## src/rtl/core/assert_macros.svh

```systemverilog
// ----------------------------------------------------------------------------
// Assertion macros
// Clocked assertion helpers; they expect signals named clock and reset.
// ----------------------------------------------------------------------------
`ifndef ASSERT_MACROS_SVH
`define ASSERT_MACROS_SVH

// Property checked at every rising clock edge outside reset.
`define ASSERT_ALWAYS(label, prop, msg) \
   label: assert property (@(posedge clock) disable iff (reset) (prop)) else $error(msg);

// Consequent must hold in the cycle after the antecedent.
`define ASSERT_NEXT(label, ante, cons, msg) \
   label: assert property (@(posedge clock) disable iff (reset) (ante) |=> (cons)) \
      else $error(msg);

`endif

```

## src/rtl/core/bsrwc_pkg.sv

```systemverilog
`timescale 1ns / 1ps
// ----------------------------------------------------------------------------
// bsrwc_pkg
// Shared constants, codes and control structs of the shadow write cache.
// ----------------------------------------------------------------------------
package bsrwc_pkg;

   localparam int NUM_CACHED_REGS = 127;
   localparam int NUM_BANKS       = 2;
   localparam int SHADOW_DEPTH    = NUM_CACHED_REGS * NUM_BANKS;
   localparam int SLOT_W          = (SHADOW_DEPTH > 1) ? $clog2(SHADOW_DEPTH) : 1;

   localparam int ACT_W  = 2;
   localparam int REG_W  = 7;
   localparam int BYTE_W = 8;
   localparam int WORD_W = 2 * BYTE_W;
   localparam int OP_W   = 2;
   localparam int STAT_W = 2;

   localparam logic [REG_W-1:0] BANK_SEL_REG = 7'h7F;

   // action codes
   localparam logic [ACT_W-1:0] ACT_WRITE  = 2'd0;
   localparam logic [ACT_W-1:0] ACT_MASKED = 2'd1;
   localparam logic [ACT_W-1:0] ACT_REPLY  = 2'd2;

   // bus operation codes
   localparam logic [OP_W-1:0] BUS_NONE  = 2'd0;
   localparam logic [OP_W-1:0] BUS_WRITE = 2'd1;
   localparam logic [OP_W-1:0] BUS_READ  = 2'd2;

   // status codes
   localparam logic [STAT_W-1:0] ST_OK         = 2'd0;
   localparam logic [STAT_W-1:0] ST_READ_FAIL  = 2'd1;
   localparam logic [STAT_W-1:0] ST_NO_PENDING = 2'd2;

   typedef struct packed {
      logic capture;   // latch request word, launch shadow read
      logic commit;    // resolve, write back, load result register
   } ctrl_cmd_type;

   typedef struct packed {
      logic out_busy;  // result register full and not being taken
   } dp_status_type;

endpackage

```

## src/rtl/core/bsrwc_req_if.sv

```systemverilog
`timescale 1ns / 1ps
// ----------------------------------------------------------------------------
// bsrwc_req_if
// Request channel: valid/ready plus one request word.
// ----------------------------------------------------------------------------
interface bsrwc_req_if;
   logic                          valid;
   logic                          ready;
   logic [bsrwc_pkg::ACT_W-1:0]   action;
   logic [bsrwc_pkg::REG_W-1:0]   register_index;
   logic [bsrwc_pkg::BYTE_W-1:0]  high_byte;
   logic [bsrwc_pkg::BYTE_W-1:0]  low_byte;
   logic [bsrwc_pkg::BYTE_W-1:0]  keep_mask_high;
   logic [bsrwc_pkg::BYTE_W-1:0]  keep_mask_low;
   logic                          bus_busy;
   logic                          reply_ok;
   logic [bsrwc_pkg::BYTE_W-1:0]  reply_high;
   logic [bsrwc_pkg::BYTE_W-1:0]  reply_low;

   modport source (
      output valid, action, register_index, high_byte, low_byte,
             keep_mask_high, keep_mask_low, bus_busy, reply_ok, reply_high, reply_low,
      input  ready
   );

   modport sink (
      input  valid, action, register_index, high_byte, low_byte,
             keep_mask_high, keep_mask_low, bus_busy, reply_ok, reply_high, reply_low,
      output ready
   );
endinterface

```

## src/rtl/core/bsrwc_rsp_if.sv

```systemverilog
`timescale 1ns / 1ps
// ----------------------------------------------------------------------------
// bsrwc_rsp_if
// Response channel: valid/ready plus one response word.
// ----------------------------------------------------------------------------
interface bsrwc_rsp_if;
   logic                          valid;
   logic                          ready;
   logic [bsrwc_pkg::OP_W-1:0]    bus_operation;
   logic [bsrwc_pkg::REG_W-1:0]   bus_register;
   logic [bsrwc_pkg::BYTE_W-1:0]  bus_high;
   logic [bsrwc_pkg::BYTE_W-1:0]  bus_low;
   logic                          write_suppressed;
   logic [bsrwc_pkg::STAT_W-1:0]  status;

   modport source (
      output valid, bus_operation, bus_register, bus_high, bus_low,
             write_suppressed, status,
      input  ready
   );

   modport sink (
      input  valid, bus_operation, bus_register, bus_high, bus_low,
             write_suppressed, status,
      output ready
   );
endinterface

```

## src/rtl/core/banked_shadow_register_write_cache_unit.sv

```systemverilog
`timescale 1ns / 1ps
// ----------------------------------------------------------------------------
// banked_shadow_register_write_cache_unit
// Shadow write cache in front of a two-bank 16-bit register bus: drops
// writes that match the shadow, merges masked updates, tracks bank select.
// ----------------------------------------------------------------------------
//
//  channel   dir  handshake           word
//  req_chan  in   valid/ready         action, register, bytes, masks, reply
//  rsp_chan  out  valid/ready         bus op, register, bytes, suppress, status
//
// Sequence: a word is resolved before the next is taken. The accept edge
//   launches the shadow RAM read; the resolve cycle compares or merges
//   against the read data, writes back and loads the response register.
// Reset: synchronous; valid bits, bank, pending read and response valid
//   clear. Shadow data has no reset and no clearing pass.
// Stalls: a new word is taken while a response still waits; the resolve
//   cycle holds while the response register is full and not being taken.
//
`include "assert_macros.svh"

module banked_shadow_register_write_cache_unit (
   input  logic        clock,
   input  logic        reset,
   bsrwc_req_if.sink   req_chan,
   bsrwc_rsp_if.source rsp_chan
);

   bsrwc_pkg::ctrl_cmd_type  cmd;
   bsrwc_pkg::dp_status_type stat;

   // sequencer: owns req ready and the capture / commit strobes
   bsrwc_ctrl u_ctrl (
      .clock    (clock),
      .reset    (reset),
      .req_valid(req_chan.valid),
      .req_ready(req_chan.ready),
      .stat     (stat),
      .cmd      (cmd)
   );

   // datapath: shadow store, bank and pending-read state, response register
   bsrwc_dp u_dp (
      .clock   (clock),
      .reset   (reset),
      .req_chan(req_chan),
      .rsp_chan(rsp_chan),
      .cmd     (cmd),
      .stat    (stat)
   );

   // capture and commit belong to different phases
   `ASSERT_ALWAYS(a_no_overlap, !(cmd.capture && cmd.commit), "capture and commit together")
   // after taking a word the block resolves it before taking another
   `ASSERT_NEXT(a_busy_after_take, cmd.capture, !req_chan.ready, "ready after capture")
   // every commit shows a response next cycle
   `ASSERT_NEXT(a_commit_shows, cmd.commit, rsp_chan.valid, "commit without response")

endmodule

```

## src/rtl/core/bsrwc_ram.sv

```systemverilog
`timescale 1ns / 1ps
// ----------------------------------------------------------------------------
// bsrwc_ram
// Generic single-write, single-read RAM with registered read data.
// ----------------------------------------------------------------------------
module bsrwc_ram #(
   parameter int WIDTH = 16,
   parameter int DEPTH = 256,
   parameter int ADDR_W = (DEPTH > 1) ? $clog2(DEPTH) : 1
) (
   input  logic              clock,
   input  logic              wr_en,
   input  logic [ADDR_W-1:0] wr_addr,
   input  logic [WIDTH-1:0]  wr_data,
   input  logic              rd_en,
   input  logic [ADDR_W-1:0] rd_addr,
   output logic [WIDTH-1:0]  rd_data
);

   logic [WIDTH-1:0] mem_ff [DEPTH];
   logic [WIDTH-1:0] rd_data_ff;

   always_ff @(posedge clock) begin
      if (wr_en) begin
         mem_ff[wr_addr] <= wr_data;
      end
      if (rd_en) begin
         rd_data_ff <= mem_ff[rd_addr];
      end
   end

   assign rd_data = rd_data_ff;

endmodule

```

## src/rtl/core/bsrwc_ctrl.sv

```systemverilog
`timescale 1ns / 1ps
// ----------------------------------------------------------------------------
// bsrwc_ctrl
// Two-state sequencer: take a request word, then resolve it.
// ----------------------------------------------------------------------------
module bsrwc_ctrl (
   input  logic                     clock,
   input  logic                     reset,
   input  logic                     req_valid,
   output logic                     req_ready,
   input  bsrwc_pkg::dp_status_type stat,
   output bsrwc_pkg::ctrl_cmd_type  cmd
);

   typedef enum logic {
      S_IDLE,
      S_LOOK
   } state_type;

   state_type state_ff;
   state_type state_in;

   assign req_ready   = (state_ff == S_IDLE);
   assign cmd.capture = req_ready && req_valid;
   assign cmd.commit  = (state_ff == S_LOOK) && !stat.out_busy;

   always_comb begin
      state_in = state_ff;
      case (state_ff)
         S_IDLE: begin
            if (cmd.capture) begin
               state_in = S_LOOK;
            end
         end
         S_LOOK: begin
            if (cmd.commit) begin
               state_in = S_IDLE;
            end
         end
         default: begin
            state_in = S_IDLE;
         end
      endcase
   end

   always_ff @(posedge clock) begin
      if (reset) begin
         state_ff <= S_IDLE;
      end else begin
         state_ff <= state_in;
      end
   end

endmodule

```

## src/rtl/core/bsrwc_dp.sv

```systemverilog
`timescale 1ns / 1ps
// ----------------------------------------------------------------------------
// bsrwc_dp
// Datapath: request latch, shadow RAM and valid bits, bank and pending-read
// state, merge and compare logic, response register.
// ----------------------------------------------------------------------------
module bsrwc_dp (
   input  logic                     clock,
   input  logic                     reset,
   bsrwc_req_if.sink                req_chan,
   bsrwc_rsp_if.source              rsp_chan,
   input  bsrwc_pkg::ctrl_cmd_type  cmd,
   output bsrwc_pkg::dp_status_type stat
);

   localparam int SW = bsrwc_pkg::SLOT_W;
   localparam int BW = bsrwc_pkg::BYTE_W;
   localparam int RW = bsrwc_pkg::REG_W;

   // latched request word
   logic [bsrwc_pkg::ACT_W-1:0] act_ff;
   logic [RW-1:0]               reg_ff;
   logic [BW-1:0]               hi_ff, lo_ff, mh_ff, ml_ff, rh_ff, rl_ff;
   logic                        busy_ff, ok_ff;
   logic [SW-1:0]               slot_ff;

   // persistent state
   logic [bsrwc_pkg::SHADOW_DEPTH-1:0] valid_ff, valid_in;
   logic                               bank_ff, bank_in;
   logic                               pend_ff, pend_in;
   logic [RW-1:0]                      pend_reg_ff, pend_reg_in;
   logic [4*BW-1:0]                    pend_vm_ff, pend_vm_in;

   // response register
   logic                           out_valid_ff;
   logic [bsrwc_pkg::OP_W-1:0]     op_ff, op_in;
   logic [RW-1:0]                  breg_ff, breg_in;
   logic [BW-1:0]                  bhi_ff, bhi_in, blo_ff, blo_in;
   logic                           supp_ff, supp_in;
   logic [bsrwc_pkg::STAT_W-1:0]   st_ff, st_in;

   // shadow read address for the incoming word
   logic [RW-1:0]           rd_reg;
   logic [SW-1:0]           rd_slot;
   logic [bsrwc_pkg::WORD_W-1:0] old_word;

   assign rd_reg  = (req_chan.action == bsrwc_pkg::ACT_REPLY) ? pend_reg_ff
                                                               : req_chan.register_index;
   assign rd_slot = (bank_ff ? SW'(bsrwc_pkg::NUM_CACHED_REGS) : SW'(0)) + SW'(rd_reg);

   // resolve stage
   logic [RW-1:0]  eff_reg;
   logic           cached, hit;
   logic           pw_en;
   logic [RW-1:0]  pw_reg;
   logic [BW-1:0]  pw_hi, pw_lo;
   logic           ram_we;

   assign eff_reg = (act_ff == bsrwc_pkg::ACT_REPLY) ? pend_reg_ff : reg_ff;
   assign cached  = (eff_reg != bsrwc_pkg::BANK_SEL_REG) &&
                    ({1'b0, eff_reg} < (RW + 1)'(bsrwc_pkg::NUM_CACHED_REGS));
   assign hit     = cached && valid_ff[slot_ff];

   always_comb begin
      pw_en       = 1'b0;
      pw_reg      = reg_ff;
      pw_hi       = hi_ff;
      pw_lo       = lo_ff;
      pend_in     = pend_ff;
      pend_reg_in = pend_reg_ff;
      pend_vm_in  = pend_vm_ff;
      bank_in     = bank_ff;
      valid_in    = valid_ff;
      ram_we      = 1'b0;
      op_in       = bsrwc_pkg::BUS_NONE;
      breg_in     = '0;
      bhi_in      = '0;
      blo_in      = '0;
      supp_in     = 1'b0;
      st_in       = bsrwc_pkg::ST_OK;

      case (act_ff)
         bsrwc_pkg::ACT_WRITE: begin
            pw_en = 1'b1;
         end
         bsrwc_pkg::ACT_MASKED: begin
            if (hit) begin
               pw_en = 1'b1;
               pw_hi = hi_ff | (old_word[2*BW-1:BW] & mh_ff);
               pw_lo = lo_ff | (old_word[BW-1:0] & ml_ff);
            end else if (!busy_ff) begin
               pend_in     = 1'b1;
               pend_reg_in = reg_ff;
               pend_vm_in  = {hi_ff, lo_ff, mh_ff, ml_ff};
               op_in       = bsrwc_pkg::BUS_READ;
               breg_in     = reg_ff;
            end
         end
         bsrwc_pkg::ACT_REPLY: begin
            if (!pend_ff) begin
               st_in = bsrwc_pkg::ST_NO_PENDING;
            end else begin
               pend_in = 1'b0;
               if (!ok_ff) begin
                  st_in = bsrwc_pkg::ST_READ_FAIL;
               end else begin
                  pw_en  = 1'b1;
                  pw_reg = pend_reg_ff;
                  pw_hi  = pend_vm_ff[4*BW-1:3*BW] | (rh_ff & pend_vm_ff[2*BW-1:BW]);
                  pw_lo  = pend_vm_ff[3*BW-1:2*BW] | (rl_ff & pend_vm_ff[BW-1:0]);
               end
            end
         end
         default: begin
         end
      endcase

      // shared plain-write path
      if (pw_en) begin
         if (pw_reg == bsrwc_pkg::BANK_SEL_REG) begin
            bank_in = (bsrwc_pkg::NUM_BANKS > 1) ? pw_lo[0] : 1'b0;
         end else if (hit && (old_word == {pw_hi, pw_lo})) begin
            supp_in = 1'b1;
         end
         if (!supp_in && !busy_ff) begin
            op_in   = bsrwc_pkg::BUS_WRITE;
            breg_in = pw_reg;
            bhi_in  = pw_hi;
            blo_in  = pw_lo;
            if (cached) begin
               ram_we            = 1'b1;
               valid_in[slot_ff] = 1'b1;
            end
         end
      end
   end

   bsrwc_ram #(
      .WIDTH (bsrwc_pkg::WORD_W),
      .DEPTH (bsrwc_pkg::SHADOW_DEPTH),
      .ADDR_W(SW)
   ) u_shadow (
      .clock  (clock),
      .wr_en  (cmd.commit && ram_we),
      .wr_addr(slot_ff),
      .wr_data({pw_hi, pw_lo}),
      .rd_en  (cmd.capture),
      .rd_addr(rd_slot),
      .rd_data(old_word)
   );

   // request latch and response register, no reset needed
   always_ff @(posedge clock) begin
      if (cmd.capture) begin
         act_ff  <= req_chan.action;
         reg_ff  <= req_chan.register_index;
         hi_ff   <= req_chan.high_byte;
         lo_ff   <= req_chan.low_byte;
         mh_ff   <= req_chan.keep_mask_high;
         ml_ff   <= req_chan.keep_mask_low;
         busy_ff <= req_chan.bus_busy;
         ok_ff   <= req_chan.reply_ok;
         rh_ff   <= req_chan.reply_high;
         rl_ff   <= req_chan.reply_low;
         slot_ff <= rd_slot;
      end
      if (cmd.commit) begin
         op_ff   <= op_in;
         breg_ff <= breg_in;
         bhi_ff  <= bhi_in;
         blo_ff  <= blo_in;
         supp_ff <= supp_in;
         st_ff   <= st_in;
      end
   end

   // control and cache state
   always_ff @(posedge clock) begin
      if (reset) begin
         valid_ff     <= '0;
         bank_ff      <= 1'b0;
         pend_ff      <= 1'b0;
         pend_reg_ff  <= '0;
         pend_vm_ff   <= '0;
         out_valid_ff <= 1'b0;
      end else begin
         if (cmd.commit) begin
            valid_ff    <= valid_in;
            bank_ff     <= bank_in;
            pend_ff     <= pend_in;
            pend_reg_ff <= pend_reg_in;
            pend_vm_ff  <= pend_vm_in;
         end
         if (cmd.commit) begin
            out_valid_ff <= 1'b1;
         end else if (rsp_chan.ready) begin
            out_valid_ff <= 1'b0;
         end
      end
   end

   assign stat.out_busy = out_valid_ff && !rsp_chan.ready;

   assign rsp_chan.valid            = out_valid_ff;
   assign rsp_chan.bus_operation    = op_ff;
   assign rsp_chan.bus_register     = breg_ff;
   assign rsp_chan.bus_high         = bhi_ff;
   assign rsp_chan.bus_low          = blo_ff;
   assign rsp_chan.write_suppressed = supp_ff;
   assign rsp_chan.status           = st_ff;

endmodule
```

## src/flat_wrapper.sv

```systemverilog
// flat-port wrapper written by rule: the top's interface ports become plain ports
module banked_shadow_register_write_cache_unit_flat 
  (clock, reset, req_chan_valid, req_chan_action, req_chan_register_index, req_chan_high_byte, req_chan_low_byte, req_chan_keep_mask_high, req_chan_keep_mask_low, req_chan_bus_busy, req_chan_reply_ok, req_chan_reply_high, req_chan_reply_low, req_chan_ready, rsp_chan_valid, rsp_chan_bus_operation, rsp_chan_bus_register, rsp_chan_bus_high, rsp_chan_bus_low, rsp_chan_write_suppressed, rsp_chan_status, rsp_chan_ready);
  bsrwc_req_if req_chan_i ();
  bsrwc_rsp_if rsp_chan_i ();
  input  logic clock;
  input  logic reset;
  input wire logic [$bits(req_chan_i.valid)-1:0] req_chan_valid;
  input wire logic [$bits(req_chan_i.action)-1:0] req_chan_action;
  input wire logic [$bits(req_chan_i.register_index)-1:0] req_chan_register_index;
  input wire logic [$bits(req_chan_i.high_byte)-1:0] req_chan_high_byte;
  input wire logic [$bits(req_chan_i.low_byte)-1:0] req_chan_low_byte;
  input wire logic [$bits(req_chan_i.keep_mask_high)-1:0] req_chan_keep_mask_high;
  input wire logic [$bits(req_chan_i.keep_mask_low)-1:0] req_chan_keep_mask_low;
  input wire logic [$bits(req_chan_i.bus_busy)-1:0] req_chan_bus_busy;
  input wire logic [$bits(req_chan_i.reply_ok)-1:0] req_chan_reply_ok;
  input wire logic [$bits(req_chan_i.reply_high)-1:0] req_chan_reply_high;
  input wire logic [$bits(req_chan_i.reply_low)-1:0] req_chan_reply_low;
  output wire logic [$bits(req_chan_i.ready)-1:0] req_chan_ready;
  output wire logic [$bits(rsp_chan_i.valid)-1:0] rsp_chan_valid;
  output wire logic [$bits(rsp_chan_i.bus_operation)-1:0] rsp_chan_bus_operation;
  output wire logic [$bits(rsp_chan_i.bus_register)-1:0] rsp_chan_bus_register;
  output wire logic [$bits(rsp_chan_i.bus_high)-1:0] rsp_chan_bus_high;
  output wire logic [$bits(rsp_chan_i.bus_low)-1:0] rsp_chan_bus_low;
  output wire logic [$bits(rsp_chan_i.write_suppressed)-1:0] rsp_chan_write_suppressed;
  output wire logic [$bits(rsp_chan_i.status)-1:0] rsp_chan_status;
  input wire logic [$bits(rsp_chan_i.ready)-1:0] rsp_chan_ready;
  assign req_chan_i.valid = req_chan_valid;
  assign req_chan_i.action = req_chan_action;
  assign req_chan_i.register_index = req_chan_register_index;
  assign req_chan_i.high_byte = req_chan_high_byte;
  assign req_chan_i.low_byte = req_chan_low_byte;
  assign req_chan_i.keep_mask_high = req_chan_keep_mask_high;
  assign req_chan_i.keep_mask_low = req_chan_keep_mask_low;
  assign req_chan_i.bus_busy = req_chan_bus_busy;
  assign req_chan_i.reply_ok = req_chan_reply_ok;
  assign req_chan_i.reply_high = req_chan_reply_high;
  assign req_chan_i.reply_low = req_chan_reply_low;
  assign req_chan_ready = req_chan_i.ready;
  assign rsp_chan_valid = rsp_chan_i.valid;
  assign rsp_chan_bus_operation = rsp_chan_i.bus_operation;
  assign rsp_chan_bus_register = rsp_chan_i.bus_register;
  assign rsp_chan_bus_high = rsp_chan_i.bus_high;
  assign rsp_chan_bus_low = rsp_chan_i.bus_low;
  assign rsp_chan_write_suppressed = rsp_chan_i.write_suppressed;
  assign rsp_chan_status = rsp_chan_i.status;
  assign rsp_chan_i.ready = rsp_chan_ready;
  banked_shadow_register_write_cache_unit u_core (.clock(clock), .reset(reset), .req_chan(req_chan_i), .rsp_chan(rsp_chan_i));
endmodule
```

## config.mk

```make
export PLATFORM = sky130hd
export DESIGN_NAME = banked_shadow_register_write_cache_unit_flat
export DESIGN_NICKNAME = d
export VERILOG_FILES = /design/src/rtl/core/bsrwc_pkg.sv /design/src/rtl/core/bsrwc_req_if.sv /design/src/rtl/core/bsrwc_rsp_if.sv /design/src/rtl/core/banked_shadow_register_write_cache_unit.sv /design/src/rtl/core/bsrwc_ram.sv /design/src/rtl/core/bsrwc_ctrl.sv /design/src/rtl/core/bsrwc_dp.sv /design/src/flat_wrapper.sv
export VERILOG_INCLUDE_DIRS = /design/src /design/src/rtl/core
export SDC_FILE = /design/constraint.sdc
export NUM_CORES = 2
export LEC_CHECK = 0
export CAP_MARGIN = 15
export CORE_ASPECT_RATIO = 1.25
export CORE_UTILIZATION = 40
export DETAILED_ROUTE_END_ITERATION = 6
export DONT_BUFFER_PORTS = 1
export PLACE_DENSITY = 0.55
export SLEW_MARGIN = 20
export SYNTH_ARGS = -nofsm -noshare
export SYNTH_HDL_FRONTEND = slang
export SYNTH_SLANG_ARGS = --single-unit
```

## constraint.sdc

```tcl
create_clock -name clock -period 13.59 [get_ports clock]
set_clock_uncertainty 0.1 [all_clocks]
set_input_delay 0.6795 -clock clock [delete_from_list [all_inputs] [get_ports clock]]
set_output_delay 0.6795 -clock clock [all_outputs]
set_load 0.01 [all_outputs]
```

==> results.cfg <==
[die]
die_w_um = 592
core-area_sq_um = 433000
die_area_sq_um = 438000
die_h_um = 740
start_util = 0.402
ios = 93
fp-row-count = 270

[global_route]
grt_use_met3 = 0.0313
grt_pass1_vias = 86500
gr-usage-met2 = 0.362
met1_usage = 0.287
busiest_layer = met2
grt_first_pass_wirelength_mm = 665
grt_max_degree = 298
track_usage = 0.213
antenna_found_initial = 15
grt_remaining_overflow = 0

[clock_network]
clk_pin_slew_ns = 0.06
cts_tree = yes
clock-sinks = 4472
h-tree-depth = 5
numCtsBuffers = 427
clk_latency_ns = 1.02
cts_setup_buffers = 0
cts_root_buf = clkbuf_16
cts_max_path_buffers = 4
cts_resized = 0

[final_layout]
area_growth_pct = 14.2
finalNetCount = 8483
multiInputGateArea_sq_um = 41500
seqCellArea_sq_um = 131000
fill_cells = 35700
layout-drive-gt1-share = 0.310

[setup_path]
path_class = reg2reg
reg2reg_slack_ns = 6.75
r2r_cells = 10
worstSetupEndpointType = flip-flop
reg2reg_from = u_core.u_dp.bank_ff
worstPathArrival_ns = 7.47
crit_fanout = 59
reg2reg_to = u_core.u_dp.u_shadow.rd_data[14]
cp-start-kind = flip-flop
crit_start = u_core.u_dp.bank_ff
required_ns = 14.22

[run_status]
status = complete, but fails checks
violations = design-rule violations

[sta]
relSlewSlack = 0.228
slew_viol_final = 0
period_needed_ns = 6.84
rsz0062_at_grt = false
period_share = 0.503
tightest_slew_ns = 1.16
fin_setup_tns_ns = 0
fmax_mhz = 146
finalSetupViolCount = 0
hold-worst-slack_ns = 0.148
hold_viol = 0

[worst_hold_path]
hp-class = in2reg
min-delay-start = req_chan_register_index[6]
holdPathStages = 4
holdPathEnd = u_core.u_dp.slot_ff[7]

[pwr]
p_per_area_nw_per_um2 = 147
p_switching_mw = 6.67
peakVddDrop_v = 0.000117
swShare = 0.229
leakagePower_nw = 61.2
p_int_mw = 22.5
seqPwrFrac = 0.527
clkPwrFrac = 0.401
pwr-share-comb = 0.072

[synth]
netlist_area_sq_um = 174000
ys_seq_area_frac = 0.754
avgSynthCellArea_sq_um = 21.7
synth_edf_count = 4175
synth_ff_type = edfxtp_1
synth_nets = 8101
yosys_warnings = 0
netlist_instances = 8026
ys_types = 71
ys_seq_elements = 4472
async_reset_ff_frac = 0

[route]
wire_per_inst_um = 32.6
wl_mm = 472
drtIter0Drc = 9382
route.antenna.remaining_nets = 0
dr.pass1.iters = 7
via_count = 85100
post-route-drc-count = 1
vias_per_cell = 5.88

[place]
dpl.hpwl_mm = 270
place.gp.congestion = 0.829
io_buffers = 0

[run]
maxCapViolCount = 0
## cells in the final DEF, fill, tap and decap left out, types with 18 or more instances in the layout
| cell type | instances |
|---|---|
| edfxtp_1 | 4175 |
| mux4_2 | 1316 |
| clkbuf_16 | 433 |
| buf_4 | 407 |
| dfxtp_1 | 297 |
| inv_1 | 282 |
| o22ai_1 | 259 |
| mux2i_1 | 251 |
| nor4_2 | 241 |
| clkinv_1 | 97 |
| clkbuf_1 | 90 |
| nor2_1 | 88 |
| clkinv_2 | 83 |
| dlygate4sd3_1 | 62 |
| a21oi_1 | 60 |
| nand2_1 | 58 |
| nand3_1 | 33 |
| a22oi_1 | 31 |
| bufinv_16 | 30 |
| nor3_1 | 29 |
| mux2_2 | 27 |
| o21ai_0 | 27 |
| o211ai_1 | 21 |
| nand2b_1 | 20 |
| buf_12 | 19 |
| or2_2 | 18 |
## cell type report
cell class | count | area share
Sequential cell | 4472 | 0.660
Multi-Input combinational cell | 2725 | 0.209
Timing Repair Buffer | 496 | 0.0212
Clock buffer | 535 | 0.0570
Antenna cell | 5 | 0.0000629
Clock inverter | 251 | 0.0116
Tap cell | 5712 | 0.0359
Inverter | 286 | 0.00546
## critical path, cell delays in order (launching register included)
cell and delay, ns:
dfxtp_1 0.59, ha_4 0.21, inv_1 0.05, fa_4 1.36, buf_4 0.88, buf_4 0.79
mux4_2 0.43, mux4_2 0.57, mux2i_1 0.79, mux4_2 0.55, mux2i_1 0.10
## power by group through the flow
stage,logic [mW],registers (mW),clock network (mW)
final,2.09,15.4,11.7
after floorplan,1.21,15.7,0
after detailed placement,2.08,15.7,0
after CTS,2.11,15.4,11.9
after global placement,2.03,15.7,0
after global routing,2.19,15.4,12.4
## logic make-up (layout without fill, tap and decap cells)
| group | after synthesis | in the layout | share of synthesized area |
|---|---|---|---|
| DFF | 4472 | 4472 | 0.754 |
| AOI/OAI and AO/OA | 507 | 507 | 0.0205 |
| buffers and inverters | 829 | 1568 | 0.0187 |
| adders and majority gates | 12 | 12 | 0.000905 |
| and+or+nand+nor | 594 | 594 | 0.0184 |
| xor gates and xnor gates | 6 | 6 | 0.000302 |
| muxes | 1606 | 1606 | 0.187 |
| other | 0 | 5 | 0 |
## what timing repair did
action                     CTS  global route
hold endpoints to repair   356             1
hold buffers                62             1
setup endpoints to repair    0             0
## state kept, by name, summed over array words and instances (netlist names), 2 cells and up
register                            count
u_core.u_dp.u_shadow.mem_ff          4064
u_core.u_dp.valid_ff                  254
u_core.u_dp.pend_vm_ff                 32
u_core.u_dp.u_shadow.rd_data           16
u_core.u_dp.hi_ff                       8
u_core.u_dp.lo_ff                       8
u_core.u_dp.mh_ff                       8
u_core.u_dp.ml_ff                       8
u_core.u_dp.rh_ff                       8
u_core.u_dp.rl_ff                       8
u_core.u_dp.rsp_chan.bus_high           8
u_core.u_dp.rsp_chan.bus_low            8
u_core.u_dp.slot_ff                     8
u_core.u_dp.pend_reg_ff                 7
u_core.u_dp.reg_ff                      7
u_core.u_dp.rsp_chan.bus_register       7
u_core.u_dp.act_ff                      2
u_core.u_dp.rsp_chan.bus_operation      2
u_core.u_dp.rsp_chan.status             2
## per-layer routing
layer / part of all wire / vias to the layer above
met5: 0 / -
met4: 0.029 / 0
met3: 0.065 / 589
met2: 0.51 / 3122
met1: 0.40 / 46700
li1: - / 34700
## worst max path at each step
stage                                   endpoint  slack, ns
2_1_floorplan  u_core.u_dp.u_shadow.mem_ff[0][8]       3.99
3_3_place_gp    u_core.u_dp.u_shadow.rd_data[14]       5.87
3_5_place_dp    u_core.u_dp.u_shadow.rd_data[14]       5.86
4_1_cts         u_core.u_dp.u_shadow.rd_data[14]       6.65
5_1_grt          u_core.u_dp.u_shadow.rd_data[3]       6.52
6_report        u_core.u_dp.u_shadow.rd_data[14]       6.75
## cell usage after synthesis (all sizes together) (32+ instances only)
cell    instances  area share
edfxtp       4175        0.72
mux4         1316        0.17
clkbuf        370      0.0080
dfxtp         297       0.034
inv           284      0.0061
o22ai         260      0.0094
mux2i         258       0.015
nor4          248      0.0089
buf           173      0.0045
nor2          100      0.0022
nand2          80      0.0017
a21oi          61      0.0018
nand3          40      0.0011
o211ai         35      0.0025
mux2           32      0.0021
## metrics by stage
stage	cells	instance area [sq um]	util	power, mW	setup WS (ns)
after floorplan	8026	174000	-	17.0	3.99
after global placement	13600	184000	0.426	17.7	5.87
after detailed placement	13600	184000	0.426	17.7	5.86
after CTS	14500	199000	0.459	29.4	6.65
after global routing	14500	199000	0.459	30.0	6.52
final	14500	199000	0.459	29.2	6.75
Power figures use the tool's default switching activity.
